<file path="src/sv/assert_macros.svh">
// assertion macros shared by the signed decimal add/sub rtl
// no dependencies; the including module must have aclk and aresetn in scope
`ifndef ASSERT_MACROS_SVH
`define ASSERT_MACROS_SVH

// same-cycle implication, checked out of reset
`define SDAS_ASSERT_SAME(label, ante, cons) \
    label: assert property (@(posedge aclk) disable iff (!aresetn) (ante) |-> (cons)) \
        else $error("sdas assertion failed");

// next-cycle implication, checked out of reset
`define SDAS_ASSERT_NEXT(label, ante, cons) \
    label: assert property (@(posedge aclk) disable iff (!aresetn) (ante) |=> (cons)) \
        else $error("sdas assertion failed");

`endif

</file>
<file path="src/sv/sdas_pkg.sv">
// shared types, constants and the decimal digit step for the signed decimal add/sub
// no dependencies
`timescale 1ns / 1ps

package sdas_pkg;

    localparam int DIGITS    = 16;
    localparam int NIB_W     = 4;
    localparam int DATA_W    = 64;
    localparam int LO_DIGITS = (DIGITS + 1) / 2;
    localparam int STATUS_W  = 2;

    // stream payload widths, rounded up to whole bytes
    localparam int S_TDATA_W = ((2 * DATA_W + 2) + 7) / 8 * 8;
    localparam int M_TDATA_W = ((DATA_W + 1 + STATUS_W) + 7) / 8 * 8;

    localparam logic [DATA_W-1:0] DIGIT_MASK = {DATA_W{1'b1}} >> (DATA_W - NIB_W * DIGITS);

    localparam logic [STATUS_W-1:0] ST_OK  = 2'd0;
    localparam logic [STATUS_W-1:0] ST_OVF = 2'd1;
    localparam logic [STATUS_W-1:0] ST_INV = 2'd2;

    // decoded operand pair, x >= y whenever sub is set
    typedef struct packed {
        logic [DATA_W-1:0] x;
        logic [DATA_W-1:0] y;
        logic              sub;
        logic              neg;
        logic              invalid;
    } sdas_op_t;

    // after the low digits are done
    typedef struct packed {
        logic [DATA_W-1:0] x;
        logic [DATA_W-1:0] y;
        logic [DATA_W-1:0] r;
        logic              carry;
        logic              sub;
        logic              neg;
        logic              invalid;
    } sdas_mid_t;

    // raw sum with the carry out of the top digit
    typedef struct packed {
        logic [DATA_W-1:0] r;
        logic              carry;
        logic              sub;
        logic              neg;
        logic              invalid;
    } sdas_sum_t;

    typedef struct packed {
        logic [DATA_W-1:0]   digits;
        logic                neg;
        logic [STATUS_W-1:0] status;
    } sdas_res_t;

    // one decimal digit of x + y + cin, or x + (9 - y) + cin for subtraction
    // returns {carry_out, digit}
    function automatic logic [NIB_W:0] digit_step(input logic [NIB_W-1:0] xd,
                                                  input logic [NIB_W-1:0] yd,
                                                  input logic             sub,
                                                  input logic             cin);
        logic [NIB_W-1:0] ye;
        logic [NIB_W:0]   s;
        logic [NIB_W:0]   res;
        ye = sub ? (4'd9 - yd) : yd;
        s  = {1'b0, xd} + {1'b0, ye} + {{NIB_W{1'b0}}, cin};
        if (s > 5'd9) begin
            res = {1'b1, 4'(s - 5'd10)};
        end else begin
            res = {1'b0, s[NIB_W-1:0]};
        end
        return res;
    endfunction

endpackage

</file>
<file path="src/sv/sdas_decode.sv">
// first stage: digit check, effective sign, magnitude compare and operand swap
// depends on sdas_pkg
`timescale 1ns / 1ps

module sdas_decode import sdas_pkg::*; (
    input  logic              aclk,
    input  logic              aresetn,
    input  logic              in_valid,
    output logic              in_ready,
    input  logic              mode,
    input  logic [DATA_W-1:0] a_digits,
    input  logic              a_negative,
    input  logic [DATA_W-1:0] b_digits,
    input  logic              b_negative,
    output logic              op_valid,
    input  logic              op_ready,
    output sdas_op_t          op
);

    logic     valid_reg;
    sdas_op_t op_reg;
    sdas_op_t op_next;

    logic [DATA_W-1:0] am;
    logic [DATA_W-1:0] bm;
    logic              bn;
    logic              bad;

    always_comb begin
        am  = a_digits & DIGIT_MASK;
        bm  = b_digits & DIGIT_MASK;
        bn  = b_negative ^ mode;
        bad = 1'b0;
        for (int i = 0; i < DIGITS; i++) begin
            if (am[NIB_W*i +: NIB_W] > 4'd9 || bm[NIB_W*i +: NIB_W] > 4'd9) begin
                bad = 1'b1;
            end
        end
        op_next.invalid = bad;
        if (a_negative == bn) begin
            op_next.x   = am;
            op_next.y   = bm;
            op_next.sub = 1'b0;
            op_next.neg = a_negative;
        end else if (am >= bm) begin
            op_next.x   = am;
            op_next.y   = bm;
            op_next.sub = 1'b1;
            op_next.neg = a_negative;
        end else begin
            op_next.x   = bm;
            op_next.y   = am;
            op_next.sub = 1'b1;
            op_next.neg = bn;
        end
    end

    assign in_ready = !valid_reg || op_ready;

    always_ff @(posedge aclk) begin
        if (!aresetn) begin
            valid_reg <= 1'b0;
        end else if (in_ready) begin
            valid_reg <= in_valid;
        end
    end

    always_ff @(posedge aclk) begin
        if (in_ready && in_valid) begin
            op_reg <= op_next;
        end
    end

    assign op_valid = valid_reg;
    assign op       = op_reg;

endmodule

</file>
<file path="src/sv/sdas_adder.sv">
// two-stage decimal ripple adder: low digits, then high digits
// subtraction runs as x + nines complement of y + 1; depends on sdas_pkg
`timescale 1ns / 1ps

module sdas_adder import sdas_pkg::*; (
    input  logic      aclk,
    input  logic      aresetn,
    input  logic      op_valid,
    output logic      op_ready,
    input  sdas_op_t  op,
    output logic      sum_valid,
    input  logic      sum_ready,
    output sdas_sum_t sum
);

    logic      mid_valid_reg;
    sdas_mid_t mid_reg;
    sdas_mid_t mid_next;
    logic      mid_ready;

    logic      sum_valid_reg;
    sdas_sum_t sum_reg;
    sdas_sum_t sum_next;

    // low digits
    always_comb begin
        logic           c;
        logic [NIB_W:0] st;
        c                = op.sub;
        mid_next.r       = '0;
        for (int i = 0; i < LO_DIGITS; i++) begin
            st = digit_step(op.x[NIB_W*i +: NIB_W], op.y[NIB_W*i +: NIB_W], op.sub, c);
            mid_next.r[NIB_W*i +: NIB_W] = st[NIB_W-1:0];
            c = st[NIB_W];
        end
        mid_next.carry   = c;
        mid_next.x       = op.x;
        mid_next.y       = op.y;
        mid_next.sub     = op.sub;
        mid_next.neg     = op.neg;
        mid_next.invalid = op.invalid;
    end

    // high digits
    always_comb begin
        logic           c;
        logic [NIB_W:0] st;
        c          = mid_reg.carry;
        sum_next.r = mid_reg.r;
        for (int i = LO_DIGITS; i < DIGITS; i++) begin
            st = digit_step(mid_reg.x[NIB_W*i +: NIB_W], mid_reg.y[NIB_W*i +: NIB_W],
                            mid_reg.sub, c);
            sum_next.r[NIB_W*i +: NIB_W] = st[NIB_W-1:0];
            c = st[NIB_W];
        end
        sum_next.carry   = c;
        sum_next.sub     = mid_reg.sub;
        sum_next.neg     = mid_reg.neg;
        sum_next.invalid = mid_reg.invalid;
    end

    assign op_ready  = !mid_valid_reg || mid_ready;
    assign mid_ready = !sum_valid_reg || sum_ready;

    always_ff @(posedge aclk) begin
        if (!aresetn) begin
            mid_valid_reg <= 1'b0;
            sum_valid_reg <= 1'b0;
        end else begin
            if (op_ready) begin
                mid_valid_reg <= op_valid;
            end
            if (mid_ready) begin
                sum_valid_reg <= mid_valid_reg;
            end
        end
    end

    always_ff @(posedge aclk) begin
        if (op_ready && op_valid) begin
            mid_reg <= mid_next;
        end
        if (mid_ready && mid_valid_reg) begin
            sum_reg <= sum_next;
        end
    end

    assign sum_valid = sum_valid_reg;
    assign sum       = sum_reg;

endmodule

</file>
<file path="src/sv/sdas_finish.sv">
// last stage: status, zero-sign cleanup and the output register
// depends on sdas_pkg
`timescale 1ns / 1ps

module sdas_finish import sdas_pkg::*; (
    input  logic      aclk,
    input  logic      aresetn,
    input  logic      sum_valid,
    output logic      sum_ready,
    input  sdas_sum_t sum,
    output logic      res_valid,
    input  logic      res_ready,
    output sdas_res_t res
);

    logic      valid_reg;
    sdas_res_t res_reg;
    sdas_res_t res_next;
    logic      ovf;

    always_comb begin
        // the carry out of a subtraction is the dropped tens-complement carry
        ovf = sum.carry && !sum.sub;
        if (sum.invalid) begin
            res_next.digits = '0;
            res_next.neg    = 1'b0;
            res_next.status = ST_INV;
        end else if (ovf) begin
            res_next.digits = sum.r;
            res_next.neg    = sum.neg;
            res_next.status = ST_OVF;
        end else begin
            res_next.digits = sum.r;
            res_next.neg    = sum.neg && (sum.r != '0);
            res_next.status = ST_OK;
        end
    end

    assign sum_ready = !valid_reg || res_ready;

    always_ff @(posedge aclk) begin
        if (!aresetn) begin
            valid_reg <= 1'b0;
        end else if (sum_ready) begin
            valid_reg <= sum_valid;
        end
    end

    always_ff @(posedge aclk) begin
        if (sum_ready && sum_valid) begin
            res_reg <= res_next;
        end
    end

    assign res_valid = valid_reg;
    assign res       = res_reg;

endmodule

</file>
<file path="src/sv/signed_decimal_add_sub.sv">
// Signed decimal add/subtract on sign-magnitude BCD operands of DIGITS digits. An operand
// pair is taken in every cycle unless back-pressure fills the stages; one stage checks
// digits, compares magnitudes and orders the operands, two stages run the decimal ripple
// carry over the low and the high half of the digits, and one stage forms status and sign.
// Every stage has its own valid bit and a stage advances whenever the one after it is free,
// so a stalled output only holds back the items behind it. Status is ok, overflow (low
// digits kept, sign of the operands) or invalid digit (zero result); an ok zero is positive.
`timescale 1ns / 1ps
`include "assert_macros.svh"

module signed_decimal_add_sub import sdas_pkg::*; (
    input  logic                 aclk,
    input  logic                 aresetn,
    input  logic                 s_tvalid,
    output logic                 s_tready,
    // a_digits, a_negative, b_digits, b_negative, zero pad
    input  logic [S_TDATA_W-1:0] s_tdata,
    // mode
    input  logic                 s_tuser,
    output logic                 m_tvalid,
    input  logic                 m_tready,
    // sum_digits, sum_negative, status, zero pad
    output logic [M_TDATA_W-1:0] m_tdata
);

    logic      op_valid;
    logic      op_ready;
    sdas_op_t  op;
    logic      sum_valid;
    logic      sum_ready;
    sdas_sum_t sum;
    sdas_res_t res;

    sdas_decode u_decode (
        .aclk       (aclk),
        .aresetn    (aresetn),
        .in_valid   (s_tvalid),
        .in_ready   (s_tready),
        .mode       (s_tuser),
        .a_digits   (s_tdata[DATA_W-1:0]),
        .a_negative (s_tdata[DATA_W]),
        .b_digits   (s_tdata[2*DATA_W:DATA_W+1]),
        .b_negative (s_tdata[2*DATA_W+1]),
        .op_valid   (op_valid),
        .op_ready   (op_ready),
        .op         (op)
    );

    sdas_adder u_adder (
        .aclk      (aclk),
        .aresetn   (aresetn),
        .op_valid  (op_valid),
        .op_ready  (op_ready),
        .op        (op),
        .sum_valid (sum_valid),
        .sum_ready (sum_ready),
        .sum       (sum)
    );

    sdas_finish u_finish (
        .aclk      (aclk),
        .aresetn   (aresetn),
        .sum_valid (sum_valid),
        .sum_ready (sum_ready),
        .sum       (sum),
        .res_valid (m_tvalid),
        .res_ready (m_tready),
        .res       (res)
    );

    always_comb begin
        m_tdata = '0;
        m_tdata[DATA_W-1:0]                    = res.digits;
        m_tdata[DATA_W]                        = res.neg;
        m_tdata[DATA_W+STATUS_W:DATA_W+1]      = res.status;
    end

    `SDAS_ASSERT_SAME(a_inv_zero, m_tvalid && res.status == ST_INV, res.digits == '0 && !res.neg)
    `SDAS_ASSERT_SAME(a_zero_pos, m_tvalid && res.status == ST_OK && res.digits == '0, !res.neg)
    `SDAS_ASSERT_SAME(a_status_code, m_tvalid,
        res.status == ST_OK || res.status == ST_OVF || res.status == ST_INV)
    `SDAS_ASSERT_NEXT(a_sub_no_ovf, sum_valid && sum_ready && sum.sub && !sum.invalid,
        res.status == ST_OK)

endmodule

</file>
<file path="config.mk">
export PLATFORM = sky130hd
export DESIGN_NAME = signed_decimal_add_sub
export DESIGN_NICKNAME = d
export VERILOG_FILES = /design/src/sv/sdas_pkg.sv /design/src/sv/sdas_decode.sv /design/src/sv/sdas_adder.sv /design/src/sv/sdas_finish.sv /design/src/sv/signed_decimal_add_sub.sv
export VERILOG_INCLUDE_DIRS = /design/src /design/src/sv
export SDC_FILE = /design/constraint.sdc
export NUM_CORES = 1
export LEC_CHECK = 0
export ABC_AREA = 1
export ABC_CLOCK_PERIOD_IN_PS = 16400
export BUFFER_PORTS_ARGS = -buffer_cell sky130_fd_sc_hd__buf_2
export CELL_PAD_IN_SITES_DETAIL_PLACEMENT = 1
export CELL_PAD_IN_SITES_GLOBAL_PLACEMENT = 2
export CORE_AREA = 2 2 266 202
export CTS_CLUSTER_SIZE = 14
export DETAILED_ROUTE_END_ITERATION = 6
export DIE_AREA = 0 0 268 204
export GPL_ROUTABILITY_DRIVEN = 0
export GPL_TIMING_DRIVEN = 0
export MAX_ROUTING_LAYER = met4
export PLACE_DENSITY_LB_ADDON = 0.1
export SKIP_CTS_REPAIR_TIMING = 1
export SLEW_MARGIN = 0
export SYNTH_ARGS = -nofsm -noshare
export SYNTH_HDL_FRONTEND = slang
export SYNTH_SLANG_ARGS = --single-unit
</file>
<file path="constraint.sdc">
create_clock -name aclk -period 16.4 [get_ports aclk]
set_input_delay 2.46 -clock aclk [delete_from_list [all_inputs] [get_ports aclk]]
set_output_delay 2.46 -clock aclk [all_outputs]
set_load 0.05 [all_outputs]
</file>
==> metrics.cfg, run 1 <==
[logic_synthesis]
synth.largest_area_cell=edfxtp_1
ys_seq_area_frac=0.551
async_reset_ff_frac=0
syn_inst=1885
syn_avg_cell_area_um2=10.7
synth_edf_count=366
yosysUniqueCellTypes=32
synth_most_common_cell=nand2_1
synthDominantCellAreaShare=0.547
synth_area_um2=20100
ys_seq_elements=370
synth_ff_type=edfxtp_1
ys_top_cells_by_area=edfxtp_1 (55%), ha_1 (9.8%), nand2_1 (8.1%)
synthTopCellsByCount=nand2_1 (433), edfxtp_1 (366), inv_1 (231)
yosysWarningCount=0

[final_layout]
drive_gt1_frac=0.152
final_cells=2891
syn2layout_area_growth_pct=17.7
utilization=0.452
fin_nets=2475
largest_reg_flops=131

[min_path]
min_to=u_adder.sum[0]
hp-class=reg -> reg
worstHoldStart=u_adder.mid_reg[0]
hold_depth=0

[grt]
grt.overflow.total=0
grt_pass1_vias=14800
antenna_found_initial=4
grt_usage=0.219
grt_max_degree=54
grt_pass1_wl_mm=87.4

[timing]
slew_headroom=0.251
finalCriticalPeriod_ns=15.42
worst_pin_slew_ns=1.12
period_share=0.940
fmax_ghz=0.0649
finalHoldViolCount=0
setup_viol=0
slew_violations=0
fin_ws_ns=0.981
clock_skew_ns=0.0234

[routing]
ant_nets=0
finalWirelength_mm=57.8
first_pass_iters=5
drc=0
wl_per_cell_um=20.0
viasPerCell=5.03
vias=14500
drt_iter0_drc=792

[critical_path]
cp.arrival_ns=15.71
worstReg2RegStart=u_adder.mid_reg[2]
critPathMaxStageDelay_ns=0.70
crit_slowest_cell=buf_1
r2r_end=u_adder.sum[67]
critPathLaunchType=register
cp_common_cell=fa_1
r2r_slack_ns=0.98
crit_type=reg -> reg
end_kind=register
cp.required_ns=16.69
r2r_cells=64
path_max_fanout=10

[floorplan]
start_util=0.384
core-area_um2=52300
rows=73
pin_count=215
dieArea_um2=54700
fp.dieH_um=204
die-width_um=268

[pwr]
ir_drop_v=0.0000678
p_per_area_nw_per_um2=130
p_leak_nw=10.5
fin_total_pwr_mw=3.08

[clock_network]
clock_sinks=370
htree_num_levels=2
cts_buffers=43
clockBufferDepth=3
root_buffer=clkbuf_16
insertion_delay_ns=0.57
clk_pin_slew_ns=0.07
cts_tree=done

[placed_design]
dp.cells=2812
pre_cts_ws_ns=-0.189
dp_hpwl_mm=44.1
io_buffers=203

[run_status]
status=finished clean

[flow_run]
cap_violations=0

how the worst max path moves through the flow:
| stage | startpoint | endpoint | depth (start not counted) |
|---|---|---|---|
| detailed placement | u_adder.mid_reg[2] | u_adder.sum[66] | 65 |
| global route | u_adder.mid_reg[2] | u_adder.sum[67] | 65 |
| global placement | u_adder.mid_reg[2] | u_adder.sum[66] | 63 |
| CTS | u_adder.mid_reg[2] | u_adder.sum[66] | 64 |
| floorplan | u_adder.mid_reg[2] | u_adder.sum[65] | 63 |
| finish | u_adder.mid_reg[2] | u_adder.sum[67] | 64 |
stage by stage:
step	setup TNS [ns]	cell area [µm²]	hold slack, ns
final	0	23700	0.405
after global routing	-0.0000107	23600	0.413
after CTS	-0.958	23500	0.396
after detailed placement	-0.522	22200	0.405
after global placement	0	22000	0.401
after floorplan	0	20100	0.400
kinds of logic (layout without fill, tap and decap cells):
group / Yosys count / in the layout / synth area share
adder cells (fa/ha/maj): 189 / 189 / 0.129
AO/OA/AOI/OAI: 143 / 143 / 0.0374
multiplexers: 12 / 12 / 0.00598
XOR/XNOR: 98 / 98 / 0.0427
buffers and inverters: 305 / 589 / 0.0651
flip-flops: 370 / 370 / 0.551
other: 1 / 11 / 0.000187
AND/OR/NAND/NOR: 767 / 767 / 0.169
metal layers:
metal	track usage	routed length, µm	part of all wire	vias up
li1	-	-	-	7034
met2	0.346	26800	0.46	264
met3	0.0289	2300	0.040	71
met1	0.299	27400	0.47	7173
met4	0.0569	1240	0.021	0
met5	-	0	0	-
layout make-up:
| cell class | count | area [µm²] |
|---|---|---|
| Tap cell | 712 | 891 |
| Clock inverter | 17 | 161 |
| Sequential cell | 370 | 11100 |
| Inverter | 231 | 872 |
| Timing Repair Buffer | 211 | 1190 |
| Clock buffer | 56 | 1170 |
| Antenna cell | 6 | 15.0 |
| Fill cell | 5798 | 28700 |
| Buffer | 74 | 448 |
| Multi-Input combinational cell | 1214 | 7830 |
cells in the final DEF, fill, tap and decap left out, types with 4 or more instances in the layout:
cell and count:
nand2_1 433, edfxtp_1 366, inv_1 229, buf_2 228, ha_1 158, nand4_1 141, nor2_1 94, nand3_1 69
a21oi_1 63, o21ai_0 59, xor2_1 59, clkbuf_16 45, fa_1 31, clkbuf_1 30, xnor2_1 29, nor4_1 18
mux2i_1 12, buf_6 12, a31oi_1 11, xnor2_2 10, clkinv_1 9, buf_4 8, buf_1 7, diode_2 6
buf_12 6, conb_1 5, nand3_2 4, nor3_1 4, dfxtp_1 4
worst max-delay path, delay by kind of cell (launching register included):
| kind | cells | cell delay [ns] |
|---|---|---|
| AOI/OAI and AO/OA | 4 | 0.48 |
| buffers and inverters | 5 | 0.98 |
| and+or+nand+nor | 23 | 2.75 |
| DFF | 1 | 0.51 |
| adders and majority gates | 23 | 8.12 |
| xor gates and xnor gates | 9 | 2.27 |
power breakdown:
| group | leakage (nW) | switching [mW] | total [mW] | internal [mW] |
|---|---|---|---|---|
| logic | 6.30 | 0.548 | 0.885 | 0.337 |
| registers | 3.51 | 0.0384 | 1.27 | 1.23 |
| clock network | 0.642 | 0.388 | 0.934 | 0.546 |
Power figures use the tool's default switching activity.
==> inputs of run 2 (changes only) <==
Settings changed: ABC_AREA 1 to default, CORE_AREA 2 2 266 202 to 2 2 255 194, DIE_AREA 0 0 268 204 to 0 0 257 196.
==> run 2 against run 1 <==
Compared with the run above:
- worst setup slack got worse by 0.38 ns
- utilization up 3.9 points
- cell count shrank 19%
- power decreased by 0.86%
- design area shrank 0.20%
- critical path type unchanged
==> metrics.cfg, run 2 <==
[final_layout]
drive_gt1_frac=0.282  ; was 0.152
utilization=0.491  ; was 0.452
mostFrequentLayoutCells=edfxtp_1 (366), buf_2 (203), ha_1 (158)  ; was nand2_1 (433), edfxtp_1 (366), inv_1 (229)
layout_commonest_cell=edfxtp_1  ; was nand2_1
largest_reg_flops=131  ; unchanged
syn2layout_area_growth_pct=18.8  ; was 17.7%
fin_nets=1986  ; was 2475
fillCellCount=4817  ; was 5798

[grt]
grt_util_met2=0.281  ; was 0.346
busiest_layer=met2  ; unchanged
grt_usage=0.192  ; was 0.219
grtUsageMet3=0.0318  ; was 0.0289
grtUsageMet1=0.278  ; was 0.299
grt.overflow.total=0  ; unchanged
grt_max_degree=38  ; was 54
antenna_found_initial=17  ; was 4
grt_pass1_vias=11800  ; was 14800
grt_pass1_wl_mm=70.6  ; was 87.4 mm

[timing]
finalCriticalPeriod_ns=15.80  ; was 15.42 ns
worst_pin_slew_ns=0.882  ; was 1.12 ns
slew_violations=0  ; unchanged
setup_viol=0  ; unchanged
whs_ns=0.408  ; was 0.405 ns
fin_ws_ns=0.598  ; was 0.981 ns
fmax_ghz=0.0633  ; was 0.0649 GHz
period_share=0.964  ; was 0.940
finalHoldViolCount=0  ; unchanged
setup_tns_ns=0  ; unchanged
clock_skew_ns=0.0228  ; was 0.0234 ns
slew_headroom=0.406  ; was 0.251

[logic_synthesis]
synthDominantCellAreaShare=0.553  ; was 0.547
synth_edf_count=366  ; unchanged
ys_top_cells_by_area=edfxtp_1 (55%), ha_1 (9.9%), mux2_4 (9.1%)  ; was edfxtp_1 (55%), ha_1 (9.8%), nand2_1 (8.1%)
synth_ff_type=edfxtp_1  ; unchanged
ys_seq_area_frac=0.557  ; was 0.551
synthTopCellsByCount=edfxtp_1 (366), ha_1 (158), inv_1 (128)  ; was nand2_1 (433), edfxtp_1 (366), inv_1 (231)
synth.largest_area_cell=edfxtp_1  ; unchanged
yosysWarningCount=0  ; unchanged
synth_most_common_cell=edfxtp_1  ; was nand2_1
yosysUniqueCellTypes=49  ; was 32
syn_inst=1373  ; was 1885
synth_area_um2=19900  ; was 20100 µm²
syn_avg_cell_area_um2=14.5  ; was 10.7 µm²
async_reset_ff_frac=0  ; unchanged
ys_seq_elements=370  ; unchanged

[clock_network]
clockBufferDepth=3  ; unchanged
cts_buffers=41  ; was 43
clk_pin_slew_ns=0.06  ; was 0.07 ns
clock_sinks=370  ; unchanged
htree_num_levels=2  ; unchanged
insertion_delay_ns=0.57  ; about the same
cts_tree=done  ; unchanged
root_buffer=clkbuf_16  ; unchanged

[routing]
first_pass_iters=4  ; was 5
ant_nets=0  ; unchanged
drc=0  ; unchanged
vias=11500  ; was 14500
drt_iter0_drc=548  ; was 792
wl_per_cell_um=20.3  ; was 20.0 µm
viasPerCell=4.92  ; was 5.03
finalWirelength_mm=47.5  ; was 57.8 mm

[critical_path]
crit_type=reg -> reg  ; unchanged
cp.arrival_ns=16.10  ; was 15.71 ns
r2r_end=u_adder.sum[67]  ; unchanged
r2r_slack_ns=0.60  ; was 0.98 ns
path_max_fanout=10  ; unchanged
worstReg2RegStart=u_adder.mid_reg[2]  ; unchanged
end_kind=register  ; unchanged
critPathMaxStageDelay_ns=0.54  ; was 0.70 ns
r2r_cells=65  ; was 64
cp.required_ns=16.69  ; about the same
crit_slowest_cell=fa_2  ; was buf_1
critPathLaunchType=register  ; unchanged

[placed_design]
io_buffers=203  ; unchanged
dp_hpwl_mm=38.1  ; was 44.1 mm
pre_cts_ws_ns=-2.55  ; was -0.189 ns

[floorplan]
core-area_um2=48100  ; was 52300 µm²
dieArea_um2=50400  ; was 54700 µm²
start_util=0.413  ; was 0.384
fp.dieH_um=196  ; was 204 µm
rows=70  ; was 73
die-width_um=257  ; was 268 µm
pin_count=215  ; unchanged

[pwr]
ir_drop_v=0.0000762  ; was 0.0000678 V
p_per_area_nw_per_um2=130  ; about the same
p_leak_nw=9.88  ; was 10.5 nW
fin_total_pwr_mw=3.06  ; was 3.08 mW

[run_status]
status=finished clean  ; unchanged

[flow_run]
cap_violations=0  ; unchanged

[min_path]
hold_depth=0  ; unchanged
worstHoldStart=u_decode.op[129]  ; was u_adder.mid_reg[0]
hp-class=reg -> reg  ; unchanged
min_to=u_adder.mid_reg[194]  ; was u_adder.sum[0]

[run 2: cell types whose count changed after synthesis, moves of 62 or more]
cell / delta
nand2_1: -370
mux2_4: +120
nor2b_1: +69
nor2_1: -83
nand4_1: -121
nand3_1: -62
inv_1: -103
[run 2: cell families (layout without fill, tap and decap cells)]
kind of cell | count (synthesis) | after routing | synth area share
and+or+nand+nor | 224 | 224 | 0.0624
adders and majority gates | 189 | 189 | 0.131
other | 1 | 10 | 0.000189
AOI/OAI and AO/OA | 186 | 186 | 0.0613
buffers and inverters | 160 | 467 | 0.0413
DFF | 370 | 370 | 0.557
muxes | 146 | 146 | 0.104
xor gates and xnor gates | 97 | 97 | 0.0427
[run 2: power breakdown]
| part | switching (mW) | internal, mW |
|---|---|---|
| Clock | 0.366 | 0.487 |
| Sequential | 0.0394 | 1.21 |
| Combinational | 0.535 | 0.417 |
| Total | 0.940 | 2.12 |
[run 2: layout make-up]
type | instances | area [µm²] | share of cell area
flip-flops and latches | 370 | 11100 | 0.469
multi-input cells | 847 | 8190 | 0.347
repair buffers | 236 | 1460 | 0.0620
clock buffers | 56 | 1100 | 0.0468
well taps | 648 | 811 | 0.0343
inverters | 128 | 480 | 0.0204
plain buffers | 32 | 354 | 0.0150
clock inverters | 15 | 118 | 0.00498
diodes | 5 | 12.5 | 0.000530
[run 2: per-layer routing]
metal  share of wire  vias to the layer above
met5               0                        -
met4           0.017                        0
met3           0.048                       55
met2            0.43                      204
met1            0.50                     5604
li1                -                     5632
[run 2: worst max path at each step]
stage | cells past startpoint | from | slack [ns] | to
2_1_floorplan | 59 | u_adder.mid_reg[2] | 0.43 | u_adder.sum[67]
3_3_place_gp | 59 | u_adder.mid_reg[2] | -2.02 | u_adder.sum[67]
3_5_place_dp | 59 | u_adder.mid_reg[2] | -2.55 | u_adder.sum[67]
4_1_cts | 59 | u_adder.mid_reg[2] | -2.60 | u_adder.sum[67]
5_1_grt | 65 | u_adder.mid_reg[2] | -0.14 | u_adder.sum[67]
6_report | 65 | u_adder.mid_reg[2] | 0.60 | u_adder.sum[67]
[run 2: critical path, delay by kind of cell, from the launching register on]
kind                       cells  cell delay [ns]
DFF                            1             0.49
AOI/OAI and AO/OA             18             3.71
adders and majority gates     24             8.66
and+or+nand+nor                7             0.56
buffers and inverters         12             1.41
xor gates and xnor gates       4             0.72
[run 2: through the flow]
step,cells,area (µm²)
2_1_floorplan,1377,19900
3_3_place_gp,2228,21700
3_5_place_dp,2241,22100
4_1_cts,2312,23300
5_1_grt,2336,23600
6_report,2337,23600
==> inputs of run 3 (changes only) <==
Settings changed: CORE_AREA 2 2 255 194 to 2 2 257 195, DIE_AREA 0 0 257 196 to 0 0 259 197, SYNTH_HIERARCHICAL from default to 1.
==> run 3 against run 2 <==
Compared with the run above:
- count of clock-buffer cells in the layout shrank 7
- synthesized cell count is 7.1% higher
- first-iteration DRC count is 5.3% higher
- critical endpoint is now u_adder/sum[3]
- highest routed layer unchanged
==> metrics.cfg, run 3 <==
[run_status]
status=finished clean  ; unchanged

[pwr]
ir_drop_v=0.0000634  ; was 0.0000762 V
p_leak_nw=10.0  ; was 9.88 nW
p_per_area_nw_per_um2=127  ; was 130 nW/µm²

[final_layout]
fin_nets=2057  ; was 1986
layout_commonest_cell=edfxtp_1  ; unchanged
largest_reg_flops=131  ; unchanged
syn2layout_area_growth_pct=17.4  ; was 18.8%
mostFrequentLayoutCells=edfxtp_1 (366), buf_2 (208), ha_1 (156)  ; was edfxtp_1 (366), buf_2 (203), ha_1 (158)
drive_gt1_frac=0.263  ; was 0.282
stdcell_area_um2=23700  ; was 23600 µm²

[critical_path]
end_kind=register  ; unchanged
cp_common_cell=fa_1
r2r_cells=59  ; was 65
crit_type=reg -> reg  ; unchanged
crit_slowest_cell=edfxtp_1  ; was fa_2
cp.arrival_ns=15.71  ; was 16.10 ns
r2r_end=u_adder/sum[3]  ; was u_adder.sum[67]
worstReg2RegStart=u_adder/mid_reg[2]  ; was u_adder.mid_reg[2]
cp.required_ns=16.69  ; about the same
critPathLaunchType=register  ; unchanged
path_max_fanout=10  ; unchanged
critPathMaxStageDelay_ns=0.56  ; was 0.54 ns
r2r_slack_ns=0.98  ; was 0.60 ns

[clock_network]
clk_pin_slew_ns=0.06  ; about the same
clockBufferDepth=3  ; unchanged
clock_sinks=370  ; unchanged
cts_tree=done  ; unchanged
insertion_delay_ns=0.56  ; was 0.57 ns
htree_num_levels=2  ; unchanged
root_buffer=clkbuf_16  ; unchanged
cts_buffers=41  ; unchanged

[timing]
worst_pin_slew_ns=1.33  ; was 0.882 ns
fmax_ghz=0.0649  ; was 0.0633 GHz
setup_viol=0  ; unchanged
fin_ws_ns=0.981  ; was 0.598 ns
clock_skew_ns=0.0156  ; was 0.0228 ns
period_share=0.940  ; was 0.964
finalCriticalPeriod_ns=15.42  ; was 15.80 ns
slew_headroom=0.105  ; was 0.406
finalHoldViolCount=0  ; unchanged
rsz0062_at_grt=false
slew_violations=0  ; unchanged

[placed_design]
dp_hpwl_mm=38.3  ; was 38.1 mm
dpl_cell_area_um2=22200  ; was 22100 µm²
io_buffers=203  ; unchanged
pre_cts_ws_ns=-0.865  ; was -2.55 ns

[floorplan]
pin_count=215  ; unchanged
die-width_um=259  ; was 257 µm
start_util=0.417  ; was 0.413
fp.dieH_um=197  ; was 196 µm
core-area_um2=48400  ; was 48100 µm²
rows=70  ; unchanged
dieArea_um2=51000  ; was 50400 µm²

[logic_synthesis]
synth_ff_type=edfxtp_1  ; unchanged
ys_seq_area_frac=0.549  ; was 0.557
synth_area_um2=20200  ; was 19900 µm²
synthTopCellsByCount=edfxtp_1 (366), ha_1 (156), inv_1 (154)  ; was edfxtp_1 (366), ha_1 (158), inv_1 (128)
ys_seq_elements=370  ; unchanged
syn_avg_cell_area_um2=13.7  ; was 14.5 µm²
synth_edf_count=366  ; unchanged
ys_top_cells_by_area=edfxtp_1 (54%), ha_1 (9.7%), mux2_4 (8.9%)  ; was edfxtp_1 (55%), ha_1 (9.9%), mux2_4 (9.1%)
yosysUniqueCellTypes=61  ; was 49
async_reset_ff_frac=0  ; unchanged
synth_most_common_cell=edfxtp_1  ; unchanged
yosysWarningCount=6  ; was 0
syn_inst=1470  ; was 1373
synthDominantCellAreaShare=0.545  ; was 0.553
synth.largest_area_cell=edfxtp_1  ; unchanged

[grt]
grt_max_degree=68  ; was 38
grt_pass1_wl_mm=73.1  ; was 70.6 mm
grt_usage=0.197  ; was 0.192
grt_pass1_vias=12700  ; was 11800
antenna_found_initial=2  ; was 17
grt.overflow.total=0  ; unchanged

[min_path]
hp-class=reg -> reg  ; unchanged
worstHoldStart=u_decode/op[117]  ; was u_decode.op[129]
min_to=u_adder/mid_reg[182]  ; was u_adder.mid_reg[194]
hold_depth=0  ; unchanged

[routing]
viasPerCell=5.02  ; was 4.92
ant_nets=0  ; unchanged
first_pass_iters=5  ; was 4
drc=0  ; unchanged
wl_per_cell_um=20.1  ; was 20.3 µm
vias=12100  ; was 11500
drt_iter0_drc=577  ; was 548
finalWirelength_mm=48.5  ; was 47.5 mm

[flow_run]
cap_violations=0  ; unchanged

run 3: cells by family after synthesis:
family / share of synthesized area
simple gates: 0.0728
buf+inv: 0.0457
other cells: 0.000186
flops: 0.549
mux: 0.102
compound gates: 0.0706
fa+ha+maj: 0.128
xor+xnor: 0.0321
run 3: how the worst max path moves through the flow:
stage	slack (ns)	start	depth (start not counted)	to
after floorplan	2.22	u_decode/op[4]	59	u_adder/mid_reg[34]
after global placement	-0.33	u_decode/op[2]	58	u_adder/mid_reg[34]
after detailed placement	-0.86	u_decode/op[2]	57	u_adder/mid_reg[33]
after CTS	-0.89	u_decode/op[2]	57	u_adder/mid_reg[33]
after global routing	0.01	u_decode/op[2]	58	u_adder/mid_reg[33]
final	0.98	u_adder/mid_reg[2]	59	u_adder/sum[3]
run 3: power breakdown:
group / total (mW) / switching (mW) / internal (mW)
Combinational: 0.834 / 0.447 / 0.386
Clock: 0.950 / 0.376 / 0.573
Sequential: 1.23 / 0.0344 / 1.20
run 3: worst max-delay path, delay by kind of cell, from the launching register on:
kind	cells	cell delay [ns]
adder cells (fa/ha/maj)	24	7.76
XOR/XNOR	9	2.55
AO/OA/AOI/OAI	16	3.22
flip-flops	1	0.56
buffers and inverters	10	1.03
run 3: layer usage:
metal,track usage,wire [µm]
met5,-,0
met4,0.0664,1340
met3,0.0289,1980
met2,0.316,22700
met1,0.258,22500
run 3: layout make-up:
class	count	area [µm²]
Clock inverter	27	290
Tap cell	648	811
Inverter	154	578
Sequential cell	370	11100
Multi-Input combinational cell	918	8290
Clock buffer	49	1100
Buffer	32	363
Timing Repair Buffer	212	1180
Antenna cell	1	2.50
Fill cell	4887	24700
run 3: through the flow:
stage / power, mW / std cells / hold WS, ns / TNS (ns) / util
3_3_place_gp: 2.04 / 2325 / 0.402 / -1.10 / 0.455
4_1_cts: 3.04 / 2407 / 0.412 / -4.57 / 0.486
5_1_grt: 3.19 / 2411 / 0.419 / 0 / 0.489
2_1_floorplan: 1.85 / 1474 / 0.400 / 0 / -
6_report: 3.02 / 2411 / 0.409 / 0 / 0.489
3_5_place_dp: 2.08 / 2331 / 0.405 / -4.14 / 0.458
